File: src/pvfs_pkg.sv
// shared constants and types for the packed voxel field store
`default_nettype none

package pvfs_pkg;

  localparam int unsigned SIDE_DEF       = 4;
  localparam int unsigned FIELD_BITS_DEF = 12;
  localparam int unsigned WORD_BITS_DEF  = 32;
  localparam int unsigned NWORDS_DEF     =
    (SIDE_DEF * SIDE_DEF * SIDE_DEF * FIELD_BITS_DEF + WORD_BITS_DEF - 1) / WORD_BITS_DEF;

  localparam int unsigned COORD_W = 2;
  localparam int unsigned VALUE_W = 12;
  localparam int unsigned OUT_W   = 12;

  typedef enum logic {
    ACT_READ  = 1'b0,
    ACT_WRITE = 1'b1
  } action_e;

  typedef enum logic [2:0] {
    ST_CLEAR,
    ST_IDLE,
    ST_DIV,
    ST_RD,
    ST_MOD,
    ST_DONE
  } state_e;

endpackage

`default_nettype wire

File: src/pvfs_ram.sv
// generic single-write, single-read ram with registered read data
`default_nettype none

module pvfs_ram #(
  parameter int unsigned WIDTH = pvfs_pkg::WORD_BITS_DEF,
  parameter int unsigned DEPTH = pvfs_pkg::NWORDS_DEF,
  localparam int unsigned AW   = (DEPTH > 1) ? $clog2(DEPTH) : 1
) (
  input  wire logic             clk_i,
  input  wire logic             we_i,
  input  wire logic [AW-1:0]    waddr_i,
  input  wire logic [WIDTH-1:0] wdata_i,
  input  wire logic             re_i,
  input  wire logic [AW-1:0]    raddr_i,
  output logic      [WIDTH-1:0] rdata_o
);

  logic [WIDTH-1:0] mem_q [DEPTH];
  logic [WIDTH-1:0] rdata_q;

  always_ff @(posedge clk_i) begin
    if (we_i) begin
      mem_q[waddr_i] <= wdata_i;
    end
    if (re_i) begin
      rdata_q <= mem_q[raddr_i];
    end
  end

  assign rdata_o = rdata_q;

endmodule

`default_nettype wire

File: src/packed_voxel_field_store.sv
// packed voxel field store: one memory of packed fields, read-modify-write sequencer
// one request at a time; an in-cube request passes DIV, RD, then MOD once per memory word
// the field touches (one or two), one word per cycle; a read then waits in DONE until the
// result register is free, and out_valid_o rises as it leaves DONE; a write returns to idle
// from the last MOD; after reset a clearing pass writes zero to all NWORDS words, during
// which no request is accepted
`default_nettype none

module packed_voxel_field_store #(
  parameter int unsigned SIDE       = pvfs_pkg::SIDE_DEF,
  parameter int unsigned FIELD_BITS = pvfs_pkg::FIELD_BITS_DEF,
  parameter int unsigned WORD_BITS  = pvfs_pkg::WORD_BITS_DEF
) (
  input  wire logic                         clk_i,
  input  wire logic                         rst_ni,
  input  wire logic                         in_valid_i,
  output logic                              in_ready_o,
  input  wire logic                         action_i,
  input  wire logic [pvfs_pkg::COORD_W-1:0] coord_x_i,
  input  wire logic [pvfs_pkg::COORD_W-1:0] coord_y_i,
  input  wire logic [pvfs_pkg::COORD_W-1:0] coord_z_i,
  input  wire logic [pvfs_pkg::VALUE_W-1:0] write_value_i,
  output logic                              out_valid_o,
  input  wire logic                         out_ready_i,
  output logic      [pvfs_pkg::OUT_W-1:0]   read_value_o
);

  localparam int unsigned NCELL  = SIDE * SIDE * SIDE;
  localparam int unsigned IDX_W  = $clog2(NCELL);
  localparam int unsigned TOTAL  = NCELL * FIELD_BITS;
  localparam int unsigned FB_W   = $clog2(TOTAL + WORD_BITS + 1);
  localparam int unsigned NWORDS = (TOTAL + WORD_BITS - 1) / WORD_BITS;
  localparam int unsigned AW     = (NWORDS > 1) ? $clog2(NWORDS) : 1;
  localparam int unsigned OFF_W  = $clog2(WORD_BITS);
  localparam int unsigned CNT_W  = $clog2(WORD_BITS + FIELD_BITS + 1);
  localparam int unsigned DIV_SH = IDX_W;
  localparam longint unsigned DIV_K = (longint'(FIELD_BITS) << DIV_SH) / WORD_BITS;
  localparam int unsigned K_W    = DIV_SH + 3;
  localparam int unsigned PROD_W = IDX_W + K_W;

  pvfs_pkg::state_e state_q, state_d;

  logic [AW-1:0]                  clr_q, clr_d;
  logic                           in_cube_q, in_cube_d;
  logic                           write_q, write_d;
  logic [FB_W-1:0]                fb_q, fb_d;
  logic [PROD_W-1:0]              prod_q, prod_d;
  logic [AW-1:0]                  word_q, word_d;
  logic [OFF_W-1:0]               off_q, off_d;
  logic [CNT_W-1:0]               rem_q, rem_d;
  logic [CNT_W-1:0]               from_q, from_d;
  logic [FIELD_BITS-1:0]          val_q, val_d;
  logic [FIELD_BITS-1:0]          acc_q, acc_d;
  logic                           out_valid_q, out_valid_d;
  logic [pvfs_pkg::OUT_W-1:0]     out_value_q, out_value_d;

  logic                  accept;
  logic                  out_free;
  logic                  in_cube;
  logic [IDX_W-1:0]      idx;
  logic [FB_W-1:0]       q_est;
  logic [FB_W-1:0]       q_mul;
  logic [FB_W-1:0]       r_est;
  logic                  corr;
  logic [CNT_W-1:0]      room;
  logic [CNT_W-1:0]      len;
  logic [WORD_BITS-1:0]  lmask;
  logic [WORD_BITS-1:0]  fmask;
  logic [WORD_BITS-1:0]  piece;
  logic [WORD_BITS-1:0]  merged;
  logic [FIELD_BITS-1:0] got;
  logic                  last;

  logic                 ram_we;
  logic [AW-1:0]        ram_waddr;
  logic [WORD_BITS-1:0] ram_wdata;
  logic                 ram_re;
  logic [AW-1:0]        ram_raddr;
  logic [WORD_BITS-1:0] ram_rdata;

  pvfs_ram #(
    .WIDTH (WORD_BITS),
    .DEPTH (NWORDS)
  ) u_ram (
    .clk_i   (clk_i),
    .we_i    (ram_we),
    .waddr_i (ram_waddr),
    .wdata_i (ram_wdata),
    .re_i    (ram_re),
    .raddr_i (ram_raddr),
    .rdata_o (ram_rdata)
  );

  assign accept   = in_valid_i && in_ready_o;
  assign out_free = !out_valid_q || out_ready_i;

  // voxel index and cube bounds
  assign in_cube = (32'(coord_x_i) < SIDE) && (32'(coord_y_i) < SIDE) &&
                   (32'(coord_z_i) < SIDE);
  assign idx     = IDX_W'(32'(coord_z_i) * SIDE * SIDE + 32'(coord_y_i) * SIDE +
                          32'(coord_x_i));

  // word index by reciprocal multiply, one correction step
  assign q_est = FB_W'(prod_q >> DIV_SH);
  assign q_mul = q_est * FB_W'(WORD_BITS);
  assign r_est = fb_q - q_mul;
  assign corr  = (r_est >= FB_W'(WORD_BITS));

  // per-word slice of the field
  assign room   = CNT_W'(WORD_BITS) - CNT_W'(off_q);
  assign len    = (rem_q < room) ? rem_q : room;
  assign lmask  = ~({WORD_BITS{1'b1}} << len);
  assign fmask  = lmask << off_q;
  assign piece  = (WORD_BITS'(val_q >> from_q) & lmask) << off_q;
  assign merged = (ram_rdata & ~fmask) | piece;
  assign got    = FIELD_BITS'((ram_rdata >> off_q) & lmask) << from_q;
  assign last   = (rem_q == len) || (word_q == AW'(NWORDS - 1));

  // next state
  always_comb begin
    state_d = state_q;
    unique case (state_q)
      pvfs_pkg::ST_CLEAR: begin
        if (clr_q == AW'(NWORDS - 1)) begin
          state_d = pvfs_pkg::ST_IDLE;
        end
      end
      pvfs_pkg::ST_IDLE: begin
        if (accept) begin
          state_d = pvfs_pkg::ST_DIV;
        end
      end
      pvfs_pkg::ST_DIV: begin
        if (in_cube_q) begin
          state_d = pvfs_pkg::ST_RD;
        end else if (write_q) begin
          state_d = pvfs_pkg::ST_IDLE;
        end else begin
          state_d = pvfs_pkg::ST_DONE;
        end
      end
      pvfs_pkg::ST_RD: begin
        state_d = pvfs_pkg::ST_MOD;
      end
      pvfs_pkg::ST_MOD: begin
        if (last) begin
          state_d = write_q ? pvfs_pkg::ST_IDLE : pvfs_pkg::ST_DONE;
        end
      end
      pvfs_pkg::ST_DONE: begin
        if (out_free) begin
          state_d = pvfs_pkg::ST_IDLE;
        end
      end
      default: begin
        state_d = pvfs_pkg::ST_CLEAR;
      end
    endcase
  end

  // memory port and handshake outputs
  always_comb begin
    in_ready_o = 1'b0;
    ram_we     = 1'b0;
    ram_waddr  = word_q;
    ram_wdata  = merged;
    ram_re     = 1'b0;
    ram_raddr  = word_q;
    unique case (state_q)
      pvfs_pkg::ST_CLEAR: begin
        ram_we    = 1'b1;
        ram_waddr = clr_q;
        ram_wdata = '0;
      end
      pvfs_pkg::ST_IDLE: begin
        in_ready_o = 1'b1;
      end
      pvfs_pkg::ST_DIV: begin
      end
      pvfs_pkg::ST_RD: begin
        ram_re = 1'b1;
      end
      pvfs_pkg::ST_MOD: begin
        ram_we    = write_q;
        ram_re    = !last;
        ram_raddr = AW'(word_q + 1'b1);
      end
      pvfs_pkg::ST_DONE: begin
      end
      default: begin
      end
    endcase
  end

  // datapath next values
  always_comb begin
    clr_d       = clr_q;
    in_cube_d   = in_cube_q;
    write_d     = write_q;
    fb_d        = fb_q;
    prod_d      = prod_q;
    word_d      = word_q;
    off_d       = off_q;
    rem_d       = rem_q;
    from_d      = from_q;
    val_d       = val_q;
    acc_d       = acc_q;
    out_valid_d = out_valid_q && !out_ready_i;
    out_value_d = out_value_q;
    case (state_q)
      pvfs_pkg::ST_CLEAR: begin
        clr_d = AW'(clr_q + 1'b1);
      end
      pvfs_pkg::ST_IDLE: begin
        if (accept) begin
          in_cube_d = in_cube;
          write_d   = (action_i == pvfs_pkg::ACT_WRITE);
          fb_d      = FB_W'(32'(idx) * FIELD_BITS);
          prod_d    = PROD_W'(idx) * PROD_W'(DIV_K);
          val_d     = FIELD_BITS'(write_value_i);
          acc_d     = '0;
          rem_d     = CNT_W'(FIELD_BITS);
          from_d    = '0;
        end
      end
      pvfs_pkg::ST_DIV: begin
        word_d = corr ? AW'(q_est + 1'b1) : AW'(q_est);
        off_d  = corr ? OFF_W'(r_est - FB_W'(WORD_BITS)) : OFF_W'(r_est);
      end
      pvfs_pkg::ST_MOD: begin
        acc_d  = acc_q | got;
        rem_d  = rem_q - len;
        from_d = from_q + len;
        off_d  = '0;
        word_d = AW'(word_q + 1'b1);
      end
      pvfs_pkg::ST_DONE: begin
        if (out_free) begin
          out_valid_d = 1'b1;
          out_value_d = pvfs_pkg::OUT_W'(acc_q);
        end
      end
      default: begin
      end
    endcase
  end

  always_ff @(posedge clk_i or negedge rst_ni) begin
    if (!rst_ni) begin
      state_q     <= pvfs_pkg::ST_CLEAR;
      clr_q       <= '0;
      out_valid_q <= 1'b0;
    end else begin
      state_q     <= state_d;
      clr_q       <= clr_d;
      out_valid_q <= out_valid_d;
    end
  end

  always_ff @(posedge clk_i) begin
    in_cube_q   <= in_cube_d;
    write_q     <= write_d;
    fb_q        <= fb_d;
    prod_q      <= prod_d;
    word_q      <= word_d;
    off_q       <= off_d;
    rem_q       <= rem_d;
    from_q      <= from_d;
    val_q       <= val_d;
    acc_q       <= acc_d;
    out_value_q <= out_value_d;
  end

  assign out_valid_o  = out_valid_q;
  assign read_value_o = out_value_q;

endmodule

`default_nettype wire

File: config.mk
export PLATFORM = sky130hd
export DESIGN_NAME = packed_voxel_field_store
export DESIGN_NICKNAME = d
export VERILOG_FILES = /design/src/pvfs_pkg.sv /design/src/pvfs_ram.sv /design/src/packed_voxel_field_store.sv
export SDC_FILE = /design/constraint.sdc
export NUM_CORES = 1
export LEC_CHECK = 0
export ABC_AREA = 1
export BUFFER_PORTS_ARGS = -buffer_cell sky130_fd_sc_hd__buf_2
export CORE_MARGIN = 2
export CORE_UTILIZATION = 33
export CTS_BUF_LIST = sky130_fd_sc_hd__clkbuf_4 sky130_fd_sc_hd__clkbuf_8 sky130_fd_sc_hd__clkbuf_16
export CTS_CLUSTER_SIZE = 30
export DETAILED_ROUTE_END_ITERATION = 8
export PLACE_DENSITY_LB_ADDON = 0.3
export SETUP_SLACK_MARGIN = 0.02
export SYNTH_ARGS = -nofsm -noshare
export SYNTH_HDL_FRONTEND = slang
export SYNTH_SLANG_ARGS = --single-unit
File: constraint.sdc
create_clock -name clk_i -period 4.5 [get_ports clk_i]
set_input_delay 0.9 -clock clk_i [delete_from_list [all_inputs] [get_ports clk_i]]
set_output_delay 0.9 -clock clk_i [all_outputs]
set_load 0.02 [all_outputs]
==> reports/qor.csv <==
metric,value,unit
place_hpwl,62730,µm
coreArea,113900,µm²
yosys.area_share.adder,0.008486,
synth.area.mux_share,0.008486,
finalSetupViolations,0,
synthDominantCellAreaShare,0.6882,
drive_above_1_share,0.1189,
synth_top_family_by_area,compound AO/OA/AOI/OAI gates,
syn_nets,3210,
final_max_slew_viol_count,0,
yosys.area.top_type,edfxtp_1,
track_usage,0.1922,
cts_tree,done,
ys_top_cells_by_area,"edfxtp_1, o21ai_0, nor2_1",
diodes,0,
period_needed,3994,ps
synth_compound_area_frac,0.1424,
syn_area_per_cell,11.94,µm²
initial_utilization,0.3314,
grt_max_degree,140,
hold_slack,90.20,ps
hold_violations,0,
clock_path_buffers,3,
synthXorXnorAreaFrac,0.002088,
clock_skew,33.42,ps
synth_cells,3162,
ys.flop_type,edfxtp_1,
cts_max_level,3,
drtIter0Drc,2553,
synth_warnings,0,
cts_resized,0,
ys_types,53,
firstDrtPassIters,5,
ant_nets,0,
hp-class,in2async,
dieArea,117100,µm²
tightestPinTransition,1174,ps
die_w,342.2,µm
cts.sinks,874,
antenna_found_initial,2,
clk_pin_slew,70,ps
synth_edf_count,865,
synth.cell_area,37740,µm²
area_delta_synth_final,15.53,%
synth_common_cells,"edfxtp_1, nor2_1, o21ai_0, nand2_1, nand3_1",
critPathMaxFanout,24,
yosys.area_share.simple,0.1089,
critical_path_required,4790,ps
grt_setup_unrepaired,false,
synth_most_common_cell,edfxtp_1,
status,"finished, final reports clean",
wl_per_cell,23.82,µm
fin_crit_sh,0.8876,
cp_data_arrival_time,4280,ps
die_h,342.2,µm
max_freq,250.4,MHz
drt_wl_total,114400,µm
pin_count,37,
maxSlewHeadroom,0.2172,
ys_seq_area_frac,0.6941,
endpoint_kind,flip-flop,
startpoint_type,flip-flop,
grt_pass1_vias,24650,
grt_pass1_wl,167500,µm
portBuffers,36,
setup_tns,0,ps
cts-buffers-inserted,92,
cap_violations,0,
gp_congestion,0.9633,
post_cts_buffers,0,
fin_nets,3260,
drc,0,
clock_latency,680,ps
vias_per_cell,5.469,
post-place-ws,603.5,ps
worstSetupPathType,reg2reg,
ys_ff_latch,874,
fin_ws,506.0,ps
hold_buffers,0,
num_rows,124,
cts_root_buf,clkbuf_16,
vias,26250,
grt_overflow,0,
synthArstFlopShare,0.01030,
[flip-flops by register name, summed over array words and instances, names as in the netlist]
| signal | cells |
|---|---|
| write_q | 1 |
| acc_q | 12 |
| word_q | 5 |
| out_valid_o | 1 |
| u_ram.mem_q | 768 |
| from_q | 6 |
| u_ram.rdata_o | 32 |
| val_q | 12 |
| clr_q | 5 |
| rem_q | 6 |
| off_q | 3 |
| state_q | 3 |
| read_value_o | 12 |
| prod_q | 8 |
[logic make-up after synthesis]
family	after synthesis
xor gates and xnor gates	9
AOI/OAI and AO/OA	904
and+or+nand+nor	997
DFF	874
buffers and inverters	320
adders and majority gates	25
muxes	32
other	1
[per-layer routing]
| metal | up-vias | GRT usage | part of all wire |
|---|---|---|---|
| met5 | - | 0 | 0 |
| met4 | 0 | 0.06387 | 0.031 |
| met3 | 183 | 0.02330 | 0.060 |
| met2 | 964 | 0.3033 | 0.46 |
| met1 | 13260 | 0.2747 | 0.45 |
| li1 | 11850 | - | - |
[placed cells by master (no fill, tap or decap), types with 5 or more instances in the layout]
cell type / count
a211oi_1: 19
a21oi_1: 109
a21oi_2: 6
a31oi_1: 30
buf_12: 33
buf_2: 36
buf_4: 97
bufinv_16: 10
clkbuf_16: 93
clkbuf_4: 17
clkinv_1: 26
clkinv_2: 16
dfrtp_1: 9
edfxtp_1: 865
ha_1: 24
inv_1: 92
inv_2: 11
inv_6: 5
mux2i_1: 32
nand2_1: 297
nand2_2: 6
nand3_1: 154
nand4_1: 7
nor2_1: 468
nor2_4: 25
nor3_1: 16
o211ai_1: 40
o21a_1: 5
o21ai_0: 461
o21ai_1: 15
o21bai_1: 19
o221ai_1: 108
o22ai_1: 61
o32ai_1: 19
or2_2: 5
xor2_1: 5
[path summary, 6_finish.rpt]
kind                       slack (ps)  cells past startpoint                   to             start
max reg2reg                       510                     16  u_ram.mem_q[12][22]          off_q[3]
min reg2reg                       450                      0     read_value_o[11]         acc_q[11]
max                               510                     16  u_ram.mem_q[12][22]          off_q[3]
min in group clk_i                400                      1             val_q[5]  write_value_i[5]
max in group asynchronous        4200                      1             clr_q[1]            rst_ni
min                                90                      1          out_valid_o            rst_ni
[critical path, cell delays in order, from the launching register on]
cell and delay, ps:
edfxtp_1 360, inv_1 60, ha_1 180, xnor2_1 240, inv_1 80, ha_1 210, a21oi_4 280, nand2_4 110
nand2_2 90, nand2_4 100, nor2_8 240, nand3_1 150, buf_4 170, o21ai_0 80, buf_4 150, o2111ai_1 120
a21oi_2 930
[through the flow]
| step | util | cell area (µm²) | cells |
|---|---|---|---|
| after floorplan | - | 37750 | 3162 |
| after global placement | 0.3561 | 40550 | 4630 |
| after detailed placement | 0.3561 | 40550 | 4630 |
| after CTS | 0.3829 | 43610 | 4800 |
| after global routing | 0.3829 | 43610 | 4800 |
| final | 0.3829 | 43610 | 4800 |
[area by class of cell]
| class | instances | area, µm² |
|---|---|---|
| fill | 10930 | 70270 |
| sequential | 874 | 26200 |
| multi-input combinational | 1968 | 10460 |
| clock buffer | 110 | 2455 |
| tap | 1512 | 1892 |
| timing repair buffer | 166 | 1569 |
| clock inverter | 60 | 604.3 |
| inverter | 110 | 430.4 |
Power is not shown: default switching activity piles up to over one toggle a cycle in this logic, so the estimate is an artifact.
